`config.mk`:
```
export PLATFORM = sky130hd
export DESIGN_NAME = pid_axis_antiwindup_dfilter
export DESIGN_NICKNAME = d
export VERILOG_FILES = /design/src/rtl/core/pidaw_pkg.sv /design/src/rtl/core/pid_axis_antiwindup_dfilter.sv /design/src/rtl/core/pidaw_div.sv
export SDC_FILE = /design/constraint.sdc
export NUM_CORES = 2
export LEC_CHECK = 0
export BUFFER_PORTS_ARGS = -buffer_cell sky130_fd_sc_hd__clkbuf_2
export CORE_MARGIN = 10
export CORE_UTILIZATION = 52
export CTS_BUF_LIST = sky130_fd_sc_hd__clkbuf_4 sky130_fd_sc_hd__clkbuf_8
export DETAILED_ROUTE_END_ITERATION = 7
export GPL_TIMING_DRIVEN = 0
export PLACE_DENSITY = 0.79
export SLEW_MARGIN = 0
export SYNTH_ARGS = -nofsm -noshare
export SYNTH_HDL_FRONTEND = slang
export SYNTH_HIERARCHICAL = 1
export SYNTH_SLANG_ARGS = --single-unit
```
`constraint.sdc`:
```
create_clock -name clk -period 11.95 [get_ports clk]
set_input_delay 1.195 -clock clk [delete_from_list [all_inputs] [get_ports clk]]
set_output_delay 1.195 -clock clk [all_outputs]
set_load 0.05 [all_outputs]
```
`src/rtl/core/pidaw_pkg.sv`:
```
// Shared constants and types for the PID axis block.
// Used by pidaw_div and pid_axis_antiwindup_dfilter; no dependencies.
package pidaw_pkg;

  // Angle (Q3.12) and error (Q4.12) widths
  localparam int ANGLE_W = 16;
  localparam int ERR_W   = 17;
  localparam int GAIN_W  = 16;
  localparam int SMOOTH_W = 17;
  localparam int LIMIT_W = 15;
  localparam int DT_W    = 16;

  // State widths
  localparam int ACCUM_W = 32;
  localparam int DERIV_W = 32;

  // Shared multiplier: unsigned A operand, signed B operand
  localparam int MUL_A_W = 17;
  localparam int MUL_B_W = 33;
  localparam int PROD_W  = MUL_A_W + 1 + MUL_B_W;

  // Sum of the P, I and D terms
  localparam int SUM_W = 42;

  // Serial divider for the raw derivative: |delta error| * 2^16 / dt
  localparam int DIV_N_W   = 33;
  localparam int DIV_D_W   = DT_W;
  localparam int DIV_CNT_W = 6;

  // Configuration port
  localparam int CFG_IDX_W  = 3;
  localparam int CFG_DATA_W = 17;

  localparam logic signed [ERR_W-1:0] PI_Q12     = 17'sd12868;
  localparam logic signed [ERR_W-1:0] TWO_PI_Q12 = 17'sd25736;

  typedef enum logic [CFG_IDX_W-1:0] {
    REG_PROP_GAIN    = 3'd0,
    REG_INTEG_GAIN   = 3'd1,
    REG_DERIV_GAIN   = 3'd2,
    REG_DERIV_SMOOTH = 3'd3,
    REG_INTEG_LIMIT  = 3'd4,
    REG_DRIVE_LIMIT  = 3'd5,
    REG_WRAP_ENABLE  = 3'd6
  } cfg_reg_t;

endpackage

```
`src/rtl/core/pid_axis_antiwindup_dfilter.sv`:
```
// PID axis with integral clamp and low-pass filtered derivative, fixed point.
// Depends on pidaw_pkg and pidaw_div.
//
//  channel | direction | handshake           | payload
//  --------+-----------+---------------------+--------------------------------------
//  in      | sink      | in_valid / in_stall | action, target_angle, measured_angle,
//          |           |                     | step_time
//  out     | source    | out_valid/out_stall | drive
//  cfg     | sink      | cfg_write           | cfg_index, cfg_data
//
// A control update runs from one input transfer to the next (error wrapping adds
// at most three wrap steps); the serial divide of the error change by step_time
// dominates, the rest is one step per cycle through the single shared multiplier,
// except that the last step waits while the output register is still held.
// A clear request or a zero step_time goes straight to the saturation state,
// which posts its zero drive. The result sits in an output register, so the next
// item can be taken while it waits. Reset (rst, synchronous) restores register
// defaults and zero state.
module pid_axis_antiwindup_dfilter (
  input  logic                                   clk,
  input  logic                                   rst,
  input  logic                                   cfg_write,
  input  logic [pidaw_pkg::CFG_IDX_W-1:0]        cfg_index,
  input  logic [pidaw_pkg::CFG_DATA_W-1:0]       cfg_data,
  input  logic                                   in_valid,
  output logic                                   in_stall,
  input  logic                                   action,
  input  logic signed [pidaw_pkg::ANGLE_W-1:0]   target_angle,
  input  logic signed [pidaw_pkg::ANGLE_W-1:0]   measured_angle,
  input  logic [pidaw_pkg::DT_W-1:0]             step_time,
  output logic                                   out_valid,
  input  logic                                   out_stall,
  output logic signed [pidaw_pkg::ANGLE_W-1:0]   drive
);
  import pidaw_pkg::*;

  typedef enum logic [3:0] {
    S_IDLE, S_WRAP, S_MP, S_MI, S_ACC, S_MIG, S_DIVST, S_DIV,
    S_MF, S_FILT, S_MD, S_DSH, S_SAT
  } state_t;

  state_t state;

  // Configuration registers
  logic [GAIN_W-1:0]   prop_gain;
  logic [GAIN_W-1:0]   integ_gain;
  logic [GAIN_W-1:0]   deriv_gain;
  logic [SMOOTH_W-1:0] deriv_smooth;
  logic [LIMIT_W-1:0]  integ_limit;
  logic [LIMIT_W-1:0]  drive_limit;
  logic                wrap_enable;

  // Controller state
  logic signed [ACCUM_W-1:0] integ_accum;
  logic signed [ERR_W-1:0]   last_error;
  logic signed [DERIV_W-1:0] last_deriv;

  // Per-item working registers
  logic signed [ERR_W-1:0]   err;
  logic [DT_W-1:0]           dt;
  logic signed [PROD_W-1:0]  prod;
  logic signed [SUM_W-1:0]   p_term;
  logic signed [SUM_W-1:0]   i_term;
  logic signed [SUM_W-1:0]   d_term;
  logic signed [SUM_W-1:0]   pi_sum;
  logic signed [DERIV_W-1:0] raw;

  logic in_xfer;
  logic out_free;
  logic post_result;

  assign out_free    = !out_valid || !out_stall;
  assign in_stall    = (state != S_IDLE);
  assign in_xfer     = in_valid && !in_stall;
  assign post_result = (state == S_SAT) && out_free;

  // Shared multiplier operands
  logic [MUL_A_W-1:0]        mul_a;
  logic signed [MUL_B_W-1:0] mul_b;
  logic [MUL_A_W-1:0]        smooth_a;

  assign smooth_a = deriv_smooth[SMOOTH_W-1] ? {1'b1, {(SMOOTH_W-1){1'b0}}} : deriv_smooth;

  always_comb begin
    unique case (state)
      S_MP: begin
        mul_a = {1'b0, prop_gain};
        mul_b = MUL_B_W'(err);
      end
      S_MI: begin
        mul_a = {1'b0, dt};
        mul_b = MUL_B_W'(err);
      end
      S_MIG: begin
        mul_a = {1'b0, integ_gain};
        mul_b = MUL_B_W'(integ_accum);
      end
      S_MF: begin
        mul_a = smooth_a;
        mul_b = MUL_B_W'(raw) - MUL_B_W'(last_deriv);
      end
      S_MD: begin
        mul_a = {1'b0, deriv_gain};
        mul_b = MUL_B_W'(last_deriv);
      end
      default: begin
        mul_a = '0;
        mul_b = '0;
      end
    endcase
  end

  // Round to nearest, ties up: add half then arithmetic shift
  logic signed [PROD_W-1:0] prod_r8;
  logic signed [PROD_W-1:0] prod_r16;
  logic signed [PROD_W-1:0] prod_r24;

  assign prod_r8  = (prod + PROD_W'(128)) >>> 8;
  assign prod_r16 = (prod + PROD_W'(32768)) >>> 16;
  assign prod_r24 = (prod + PROD_W'(8388608)) >>> 24;

  // Integral update with clamp
  localparam int ACC_SUM_W = ACCUM_W + 3;
  logic signed [ACC_SUM_W-1:0] acc_sum;
  logic signed [ACC_SUM_W-1:0] acc_lim;
  logic signed [ACCUM_W-1:0]   acc_next;

  assign acc_sum = ACC_SUM_W'(integ_accum) + $signed(prod[ACC_SUM_W-1:0]);
  assign acc_lim = $signed({{(ACC_SUM_W-LIMIT_W-16){1'b0}}, integ_limit, 16'h0000});

  always_comb begin
    priority if (acc_sum > acc_lim) begin
      acc_next = ACCUM_W'(acc_lim);
    end else if (acc_sum < -acc_lim) begin
      acc_next = ACCUM_W'(-acc_lim);
    end else begin
      acc_next = ACCUM_W'(acc_sum);
    end
  end

  // Raw derivative from divider magnitude, sign restored, saturated
  logic signed [ERR_W:0]   err_diff;
  logic [ERR_W-1:0]        diff_mag;
  logic [DIV_N_W-1:0]      div_quo;
  logic                    div_done;
  logic [DERIV_W-1:0]      raw_mag;

  assign err_diff = ERR_W'(err) - ERR_W'(last_error) == 0 ? '0 :
                    (ERR_W+1)'(err) - (ERR_W+1)'(last_error);
  assign diff_mag = err_diff[ERR_W] ? ERR_W'(-err_diff) : err_diff[ERR_W-1:0];
  assign raw_mag  = (div_quo[DIV_N_W-1:DERIV_W-1] != '0) ? {1'b0, {(DERIV_W-1){1'b1}}}
                                                          : div_quo[DERIV_W-1:0];

  pidaw_div u_div (
    .clk      (clk),
    .rst      (rst),
    .start    (state == S_DIVST),
    .dividend ({diff_mag, 16'h0000}),
    .divisor  (dt),
    .done     (div_done),
    .quotient (div_quo)
  );

  // Derivative filter: last + round(a * (raw - last) / 2^16), saturated
  localparam int FILT_W = DERIV_W + 4;
  localparam logic signed [FILT_W-1:0] DERIV_MAX = FILT_W'(64'sh7FFFFFFF);
  logic signed [FILT_W-1:0]  filt_sum;
  logic signed [DERIV_W-1:0] filt_next;

  assign filt_sum = FILT_W'(last_deriv) + $signed(prod_r16[FILT_W-1:0]);

  always_comb begin
    priority if (filt_sum > DERIV_MAX) begin
      filt_next = DERIV_W'(DERIV_MAX);
    end else if (filt_sum < -DERIV_MAX) begin
      filt_next = DERIV_W'(-DERIV_MAX);
    end else begin
      filt_next = DERIV_W'(filt_sum);
    end
  end

  // Output saturation
  logic signed [SUM_W-1:0]   drive_sum;
  logic signed [SUM_W-1:0]   drive_lim;
  logic signed [ANGLE_W-1:0] drive_next;

  assign drive_sum = pi_sum + d_term;
  assign drive_lim = $signed({{(SUM_W-LIMIT_W){1'b0}}, drive_limit});

  always_comb begin
    priority if (drive_sum > drive_lim) begin
      drive_next = ANGLE_W'(drive_lim);
    end else if (drive_sum < -drive_lim) begin
      drive_next = ANGLE_W'(-drive_lim);
    end else begin
      drive_next = ANGLE_W'(drive_sum);
    end
  end

  // Configuration writes
  always_ff @(posedge clk) begin
    if (rst) begin
      prop_gain    <= GAIN_W'(256);
      integ_gain   <= '0;
      deriv_gain   <= '0;
      deriv_smooth <= SMOOTH_W'(65536);
      integ_limit  <= {LIMIT_W{1'b1}};
      drive_limit  <= {LIMIT_W{1'b1}};
      wrap_enable  <= 1'b0;
    end else if (cfg_write) begin
      unique case (cfg_index)
        REG_PROP_GAIN:    prop_gain    <= cfg_data[GAIN_W-1:0];
        REG_INTEG_GAIN:   integ_gain   <= cfg_data[GAIN_W-1:0];
        REG_DERIV_GAIN:   deriv_gain   <= cfg_data[GAIN_W-1:0];
        REG_DERIV_SMOOTH: deriv_smooth <= cfg_data[SMOOTH_W-1:0];
        REG_INTEG_LIMIT:  integ_limit  <= cfg_data[LIMIT_W-1:0];
        REG_DRIVE_LIMIT:  drive_limit  <= cfg_data[LIMIT_W-1:0];
        REG_WRAP_ENABLE:  wrap_enable  <= cfg_data[0];
        default: ;
      endcase
    end
  end

  // Shared multiplier, registered
  always_ff @(posedge clk) begin
    prod <= $signed({1'b0, mul_a}) * mul_b;
  end

  // Sequencer
  always_ff @(posedge clk) begin
    if (rst) begin
      state       <= S_IDLE;
      out_valid   <= 1'b0;
      integ_accum <= '0;
      last_error  <= '0;
      last_deriv  <= '0;
    end else begin
      if (post_result) begin
        out_valid <= 1'b1;
      end else if (out_valid && !out_stall) begin
        out_valid <= 1'b0;
      end
      unique case (state)
        S_IDLE: begin
          if (in_xfer) begin
            if (action) begin
              integ_accum <= '0;
              last_error  <= '0;
              last_deriv  <= '0;
              pi_sum      <= '0;
              d_term      <= '0;
              state       <= S_SAT;
            end else if (step_time == '0) begin
              pi_sum <= '0;
              d_term <= '0;
              state  <= S_SAT;
            end else begin
              err   <= ERR_W'(target_angle) - ERR_W'(measured_angle);
              dt    <= step_time;
              state <= S_WRAP;
            end
          end
        end
        S_WRAP: begin
          priority if (wrap_enable && err > PI_Q12) begin
            err <= err - TWO_PI_Q12;
          end else if (wrap_enable && err < -PI_Q12) begin
            err <= err + TWO_PI_Q12;
          end else begin
            state <= S_MP;
          end
        end
        S_MP: state <= S_MI;
        S_MI: begin
          p_term <= SUM_W'(prod_r8);
          state  <= S_ACC;
        end
        S_ACC: begin
          integ_accum <= acc_next;
          state       <= S_MIG;
        end
        S_MIG: state <= S_DIVST;
        S_DIVST: begin
          i_term <= SUM_W'(prod_r24);
          state  <= S_DIV;
        end
        S_DIV: begin
          if (div_done) begin
            raw   <= err_diff[ERR_W] ? DERIV_W'(-$signed(raw_mag)) : $signed(raw_mag);
            state <= S_MF;
          end
        end
        S_MF: state <= S_FILT;
        S_FILT: begin
          last_deriv <= filt_next;
          last_error <= err;
          state      <= S_MD;
        end
        S_MD: begin
          pi_sum <= p_term + i_term;
          state  <= S_DSH;
        end
        S_DSH: begin
          d_term <= SUM_W'(prod_r8);
          state  <= S_SAT;
        end
        S_SAT: begin
          if (out_free) begin
            drive <= drive_next;
            state <= S_IDLE;
          end
        end
        default: state <= S_IDLE;
      endcase
    end
  end

  a_div_done_in_wait: assert property (@(posedge clk) disable iff (rst)
    div_done |-> state == S_DIV)
    else $error("divider finished outside its wait state");

  a_wrapped_error: assert property (@(posedge clk) disable iff (rst)
    (state == S_MP && wrap_enable) |-> (err <= PI_Q12 && err >= -PI_Q12))
    else $error("error not wrapped into [-pi, pi]");

  a_deriv_saturated: assert property (@(posedge clk) disable iff (rst)
    state == S_FILT |=> last_deriv != {1'b1, {(DERIV_W-1){1'b0}}})
    else $error("filtered derivative outside saturation range");

  a_result_posted: assert property (@(posedge clk) disable iff (rst)
    (state == S_SAT && out_free) |=> (out_valid && state == S_IDLE))
    else $error("finished update did not post a result");

endmodule

```
`src/rtl/core/pidaw_div.sv`:
```
// Restoring serial divider, one quotient bit per cycle, unsigned operands.
// Depends on pidaw_pkg for operand widths.
module pidaw_div (
  input  logic                          clk,
  input  logic                          rst,
  input  logic                          start,
  input  logic [pidaw_pkg::DIV_N_W-1:0] dividend,
  input  logic [pidaw_pkg::DIV_D_W-1:0] divisor,
  output logic                          done,
  output logic [pidaw_pkg::DIV_N_W-1:0] quotient
);
  import pidaw_pkg::*;

  logic [DIV_D_W-1:0]   rem;
  logic [DIV_D_W-1:0]   dvs;
  logic [DIV_N_W-1:0]   quo;
  logic [DIV_CNT_W-1:0] cnt;
  logic                 busy;

  logic [DIV_D_W:0]   rem_sh;
  logic [DIV_D_W+1:0] trial;

  assign rem_sh   = {rem, quo[DIV_N_W-1]};
  assign trial    = {1'b0, rem_sh} - {2'b00, dvs};
  assign quotient = quo;

  always_ff @(posedge clk) begin
    if (rst) begin
      busy <= 1'b0;
      done <= 1'b0;
      cnt  <= '0;
    end else begin
      done <= 1'b0;
      if (start) begin
        busy <= 1'b1;
        cnt  <= DIV_CNT_W'(DIV_N_W);
        rem  <= '0;
        dvs  <= divisor;
        quo  <= dividend;
      end else if (busy) begin
        if (!trial[DIV_D_W+1]) begin
          rem <= trial[DIV_D_W-1:0];
        end else begin
          rem <= rem_sh[DIV_D_W-1:0];
        end
        quo <= {quo[DIV_N_W-2:0], ~trial[DIV_D_W+1]};
        cnt <= cnt - 1'b1;
        if (cnt == DIV_CNT_W'(1)) begin
          busy <= 1'b0;
          done <= 1'b1;
        end
      end
    end
  end

  dly_done_idle: assert property (@(posedge clk) disable iff (rst)
    done |-> !busy)
    else $error("divider done while still busy");

endmodule
```
=== Word-level counts from Yosys, hierarchy flattened ===
Index checks and enable logic that the tools add are counted.

* Output and inout bits: 18
* Register bits: 540
* Logic and storage cells: 187
* Input port bits: 74

* Eq/ne operators: 29
* Order comparisons: 8
* $add $sub $neg: 19
* Bitwise gates (word level): 5
* Multiplexer cells: 51
* Multipliers: 1
* Reduce and logical (&&, ||, !) cells: 44

{| class="wikitable"
|+ Operator list
! operator !! number
|-
| $mux 32 || 8
|-
| $pmux 42 s2 || 2
|-
| $mux 17 || 9
|-
| $pmux 33 s4 || 1
|-
| $pmux 32 s2 || 2
|-
| $mux 42 || 3
|-
| $pmux 17 s5 || 1
|-
| $pmux 17 s2 || 2
|-
| $mux 33 || 2
|-
| $pmux 4 s13 || 1
|-
| $add 51x17->51 const B || 1
|-
| $add 51x25->51 const B || 1
|-
| $mul 18x33->51 || 1
|-
| $add 50x9->50 const B || 1
|-
| $mux 16 || 3
|-
| $add 42x27->42 || 1
|-
| $add 42x42->42 || 1
|-
| $gt 42x16->1 || 1
|-
| $lt 42x42->1 || 1
|-
| $neg 15->42 || 1
|-
| $add 32x35->36 || 1
|-
| $gt 36x32->1 const B || 1
|-
| $lt 36x32->1 const B || 1
|-
| $sub 17x17->18 || 2
|-
| 47 further kinds || 109
|}

=== Logic depth before layout (Yosys ltp) ===
* Depth in word-level cells: 6
* Gate-level depth with buffers: 39
* Mapped depth without buffers: 38

=== By module ===
The synthesis kept the hierarchy.

{| class="wikitable"
|+ Modules (own cells, without submodules)
! module !! area each (sq um) !! times used !! cells an instance !! seq. area each (sq um)
|-
| pid_axis_antiwindup_dfilter || 53857.9 || 1 || 6306 || 11691.2
|-
| pidaw_div || 3741.1 || 1 || 307 || 2112.0
|}

=== Worst setup path after synthesis ===
OpenSTA, ideal clock, no wires.

* Path kind: reg2reg
* Start point: reg last_deriv[1]
* End point: reg prod[49]
* Period minus slack after synthesis: 8708 ps
* Library setup time: 72 ps
* Arrival: 8636 ps
* Required time: 11878 ps
* Path slack: 3242 ps
* Buffers on the path: 1
* Cell stages (with the launch flop): 36
* Cells stage by stage: dfxtp_1 > inv_1 > ha_1 > nor2b_1 > o21ai_0 > o2111ai_1 > a31oi_1 > o31ai_1 > o21ai_0 > o21ai_0 > a21oi_1 > xor2_1 > o21ai_0 > clkbuf_1 > nand2_1 > fa_1 > inv_1 > fa_1 > fa_1 > fa_1 > fa_1 > inv_1 > fa_1 > inv_1 > ha_1 > a21o_1 > a21o_1 > a21o_1 > a21o_1 > a21o_1 > a21o_1 > a21o_1 > a211oi_1 > o21ai_0 > a21oi_1 > xnor2_1

* Cells in the longest elaborated chain, start to end: 3

{| class="wikitable"
|+ Ends and longest elaborated chain
! element !! RTL line !! RTL
|-
| start, declared || pid_axis_antiwindup_dfilter.sv:56 || <nowiki>logic signed [DERIV_W-1:0] last_deriv;</nowiki>
|-
| start signal, assigned || pid_axis_antiwindup_dfilter.sv:295 || <nowiki>last_deriv <= filt_next;</nowiki>
|-
| $sub 32x32->33 || pid_axis_antiwindup_dfilter.sv:100 || <nowiki>mul_b = MUL_B_W'(raw) - MUL_B_W'(last_deriv);</nowiki>
|-
| $pmux 33 s4 * || pid_axis_antiwindup_dfilter.sv:85 || <nowiki>unique case (state)</nowiki>
|-
| $mul 18x33->51 * || pid_axis_antiwindup_dfilter.sv:226 || <nowiki>prod <= $signed({1'b0, mul_a}) * mul_b;</nowiki>
|-
| end signal, assigned || pid_axis_antiwindup_dfilter.sv:226 ||
|-
| end, declared || pid_axis_antiwindup_dfilter.sv:61 || <nowiki>logic signed [PROD_W-1:0] prod;</nowiki>
|}

Every way passes the cells marked *; elsewhere a longest branch is shown, timed or not.
A chain may end at the register's enable or synchronous reset.

=== Worst setup path in the final report ===
* Start point: reg state[2]
* End point: reg prod[49]

* Cells in the longest elaborated chain, start to end: 4
* Elaborated cells between the ends (all ways): 9
* Classes of those cells: 1 x mul; 5 x eq/ne; 2 x mux; 1 x reduce/logical

{| class="wikitable"
|+ Ends and longest elaborated chain
! element !! RTL line !! RTL
|-
| start, declared || pid_axis_antiwindup_dfilter.sv:42 || <nowiki>state_t state;</nowiki>
|-
| start signal, assigned || pid_axis_antiwindup_dfilter.sv:232 || <nowiki>state <= S_IDLE;</nowiki>
|-
| start signal, assigned || pid_axis_antiwindup_dfilter.sv:252 || <nowiki>state <= S_SAT;</nowiki>
|-
| start signal, assigned || pid_axis_antiwindup_dfilter.sv:256 || <nowiki>state <= S_SAT;</nowiki>
|-
| $eq 4x2->1 || pid_axis_antiwindup_dfilter.sv:85 ||
|-
| $reduce_or 2->1 (no line) || n/a ||
|-
| $pmux 33 s4 || pid_axis_antiwindup_dfilter.sv:85 ||
|-
| $mul 18x33->51 * || pid_axis_antiwindup_dfilter.sv:226 ||
|}

Marked as above.

==> run_results.csv <==
group,metric,value,unit
status,outcome,"finished, violations left",
status,violations,"max-capacitance violations",
timing,grt_setup_unrepaired,"false",
die,floorplan.die_area,0.1245,mm2
synthesis,combinational_family_with_the_most_area_after_synthesis,"adder cells",
timing,report.final.hold_viol_count,0,
clock_network,clock_tree_from_tritoncts,"yes",
synthesis,synth.yosys.seq_area_share,0.2396,
synthesis,synth.mux.area_fraction,0.009710,
clock_network,clock_tree.root_cell,"clkbuf_8",
global_routing,grt-ovfl-total,0,
timing,layout_worst_path_cycle_share,0.9841,
synthesis,yosys_warnings,6,
clock_network,numClockSinks,540,
timing,setup_violations,0,
die,fp.dieW,352.8,um
synthesis,synth_simple_gate_area_frac,0.1747,
global_routing,grt_max_degree,34,
global_routing,wire_length_of_the_first_global_routing_pass,300800,um
die,floorplan.initialDensity,0.5219,
clock_network,clk_path_buf_depth,3,
flow_run,timing.max_cap.violations,1,
drt,postRouteAntennaNets,0,
timing,max_slew.worst_pin.slew,1.489,ns
synthesis,post_synth_instance_area,0.05760,mm2
power,design_power_total,7.991,mW
clock_network,worst_skew_pair.late_latency,0.83,ns
drt,postRouteWirelength,200300,um
timing,final_setup_tns,0,ns
finish,nets,7919,
die,io_pins,92,
timing,report.final.slew_viol_count,0,
finish,drive_above_1_share,0.05699,
drt,drt-pass1-iter-count,8,
setup_path,timing.critical_path.slowest_cell_delay,0.80,ns
synthesis,synthesis.instances,6613,
drt,post_drt_wl_per_cell,23.82,um
synthesis,synth_area_per_cell,8.710,um2
die,core.rowCount,122,
placement,io_buffer_count,91,
timing,max-slew-margin-rel,0.0007970,
timing,fin_worst_skew,0.07802,ns
clock_network,post-cts-setup-buffers,0,
setup_path,crit_fanout,10,
setup_path,timing.setup.critical_path_class,"flip-flop to flip-flop",
global_routing,grt_pass1_vias,49780,
setup_path,cp.buffers_inverters,9,
timing,period_minus_slack,11.76,ns
synthesis,post_synth_edffs,299,
global_routing,antenna_violations_before_repair,12,
clock_network,holdBufCountCts,0,
finish,area.growth.synth_to_final,8.142,%
synthesis,synthAdderAreaFrac,0.2902,
clock_network,cts.repair.resized,0,
placement,finalWeightedCongestion,1.052,
power,power_density,128.3,mW/mm2
placement,placed_area,0.06026,mm2
setup_path,worst_ep_arrival,12.36,ns
setup_path,timing.critical_path.max_delay_family,"adder cells",
clock_network,htreeDepth,3,
finish,post-route-cell-area,0.06229,mm2
synthesis,post_synthesis_sequential_element_count,540,
power,vdd_ir_drop_max,0.09414,mV
clock_network,cts_inserted_buffers,96,
power,power.leakage,27.32,nW
setup_path,setup.worst_path.start_class,"flip-flop",
global_routing,grt.total_usage,0.3142,
drt,drt_initial_violations,4904,
synthesis,synth.distinct_cells,98,
placement,hpwlAfterDp,165300,um
die,core_area,0.1104,mm2
setup_path,worstSetupEndpointType,"flip-flop",
worst_hold_path,hold_path.class,"flip-flop to flip-flop",
timing,fmax,85.03,MHz
synthesis,synth_xor_area_frac,0.05641,
synthesis,synth_top_flop_cell,"edfxtp_1",
drt,drc,0,
drt,via_count,50420,
setup_path,critPathSlowestCell,"buf_1",
die,fp.dieH,352.8,um
setup_path,crit_required,12.55,ns
drt,via_per_inst,5.995,
synthesis,synth_compound_area_frac,0.1569,
setup_path,cell_with_the_most_instances_on_the_worst_path,"fa_1",
synthesis,async_flop_share,0,
clock_network,clk_pin_slew_worst_paths,0.06,ns
-- stage by stage --
step,std cells,setup slack [ns],utilization,hold slack [ns]
global placement,8207,0.4710,0.5434,0.4413
finish,8411,0.1896,0.5644,0.4550
CTS,8402,0.3523,0.5641,0.4543
detailed placement,8226,0.4283,0.5460,0.4463
global route,8406,0.05365,0.5643,0.4669
floorplan,6628,3.242,-,0.4262
-- worst paths after layout --
path	start	end	slack [ns]	depth (start not counted)
worst max-delay path	state[2]	prod[49]	0.19	31
worst min-delay path	deriv_gain[9]	deriv_gain[9]	0.45	2
worst max register to register	state[2]	prod[49]	0.19	31
worst min register to register	deriv_gain[9]	deriv_gain[9]	0.45	2
-- sequential cells by signal, indices dropped and copies added, names as in the netlist, 4 cells and up --
name            cells
deriv_gain         16
u_div/rem          16
u_div/dvs          16
prop_gain          16
last_error         17
integ_accum        32
err                17
dt                 16
last_deriv         32
integ_gain         16
u_div/quotient     33
p_term             42
d_term             42
integ_limit        15
i_term             27
deriv_smooth       17
raw                32
drive_limit        15
u_div/cnt           6
drive              16
prod               51
state               4
pi_sum             42
-- cell usage after synthesis (32+ instances only) --
library cell,n,area (um2)
a31oi_1,45,281.5
o21ai_1,32,160.2
a22oi_1,47,352.8
o21ai_0,212,1061
edfxtp_1,299,8979
nand2b_1,60,375.4
or3_1,32,200.2
a21oi_1,358,1792
nor2b_1,94,588.1
o211ai_1,38,285.3
o21a_1,65,488.0
xnor2_1,240,2102
and3_1,45,281.5
dfxtp_1,241,4825
a211oi_1,51,382.9
nand4_1,73,456.7
mux2_2,38,427.9
xor2_1,131,1147
nand2_1,838,3146
inv_1,836,3138
ha_1,464,5806
and2_1,53,331.6
nand3_1,102,510.5
a211o_1,35,306.5
clkbuf_1,242,908.4
nor4_1,52,325.3
fa_1,545,10910
nor3_1,97,485.5
a21o_1,130,975.9
nor2_1,615,2308
-- cell type report --
class | count | area [um2]
diodes | 9 | 22.52
repair buffers | 110 | 663.1
clock buffers | 134 | 1657
plain buffers | 268 | 1042
inverters | 836 | 3138
clock inverters | 42 | 339.1
flip-flops and latches | 540 | 13800
fillers | 10100 | 48070
well taps | 1488 | 1862
multi-input cells | 4984 | 39760
-- worst register-to-register path, delay by kind of cell, from the launching register on --
kind            cells  cell delay (ns)
compound gates      7             2.31
xor+xnor            1             0.50
flops               1             0.34
fa+ha+maj           7             3.52
simple gates        7             2.21
buf+inv             9             2.70
-- cells in the final DEF (no fill, tap or decap), types with 94 or more instances in the layout --
| master | netlist | routed |
|---|---|---|
| o21ai_0 | 212 | 209 |
| nor2b_1 | 94 | 94 |
| xnor2_1 | 240 | 240 |
| dfxtp_1 | 241 | 241 |
| nand2_1 | 838 | 838 |
| clkbuf_8 | 0 | 104 |
| a21oi_1 | 358 | 355 |
| nand3_1 | 102 | 102 |
| a21o_1 | 130 | 130 |
| edfxtp_1 | 299 | 299 |
| ha_1 | 464 | 464 |
| nor3_1 | 97 | 95 |
| clkbuf_2 | 0 | 94 |
| inv_1 | 836 | 836 |
| clkbuf_1 | 242 | 238 |
| fa_1 | 545 | 545 |
| nor2_1 | 615 | 613 |
| xor2_1 | 131 | 131 |
-- power breakdown --
group / internal [mW] / switching (mW) / leakage (nW)
clock: 0.990 / 0.861 / 1.05
combinational: 1.15 / 2.61 / 21.6
sequential: 2.17 / 0.216 / 4.69
-- cell families after synthesis --
kind of cell / Yosys count
and+or+nand+nor: 2195
AOI/OAI and AO/OA: 1342
buffers and inverters: 1104
adders and majority gates: 1009
DFF: 540
xor gates and xnor gates: 371
muxes: 51
other: 1
-- metal layers --
| layer | GRT usage | part of all wire | wire [um] |
|---|---|---|---|
| met5 | 0 | 0.00041 | 82 |
| met4 | 0.2219 | 0.084 | 16800 |
| met3 | 0.07602 | 0.097 | 19380 |
| met2 | 0.4947 | 0.44 | 89050 |
| met1 | 0.3765 | 0.37 | 75020 |
No activity file was read; power rests on OpenSTA's default activity.
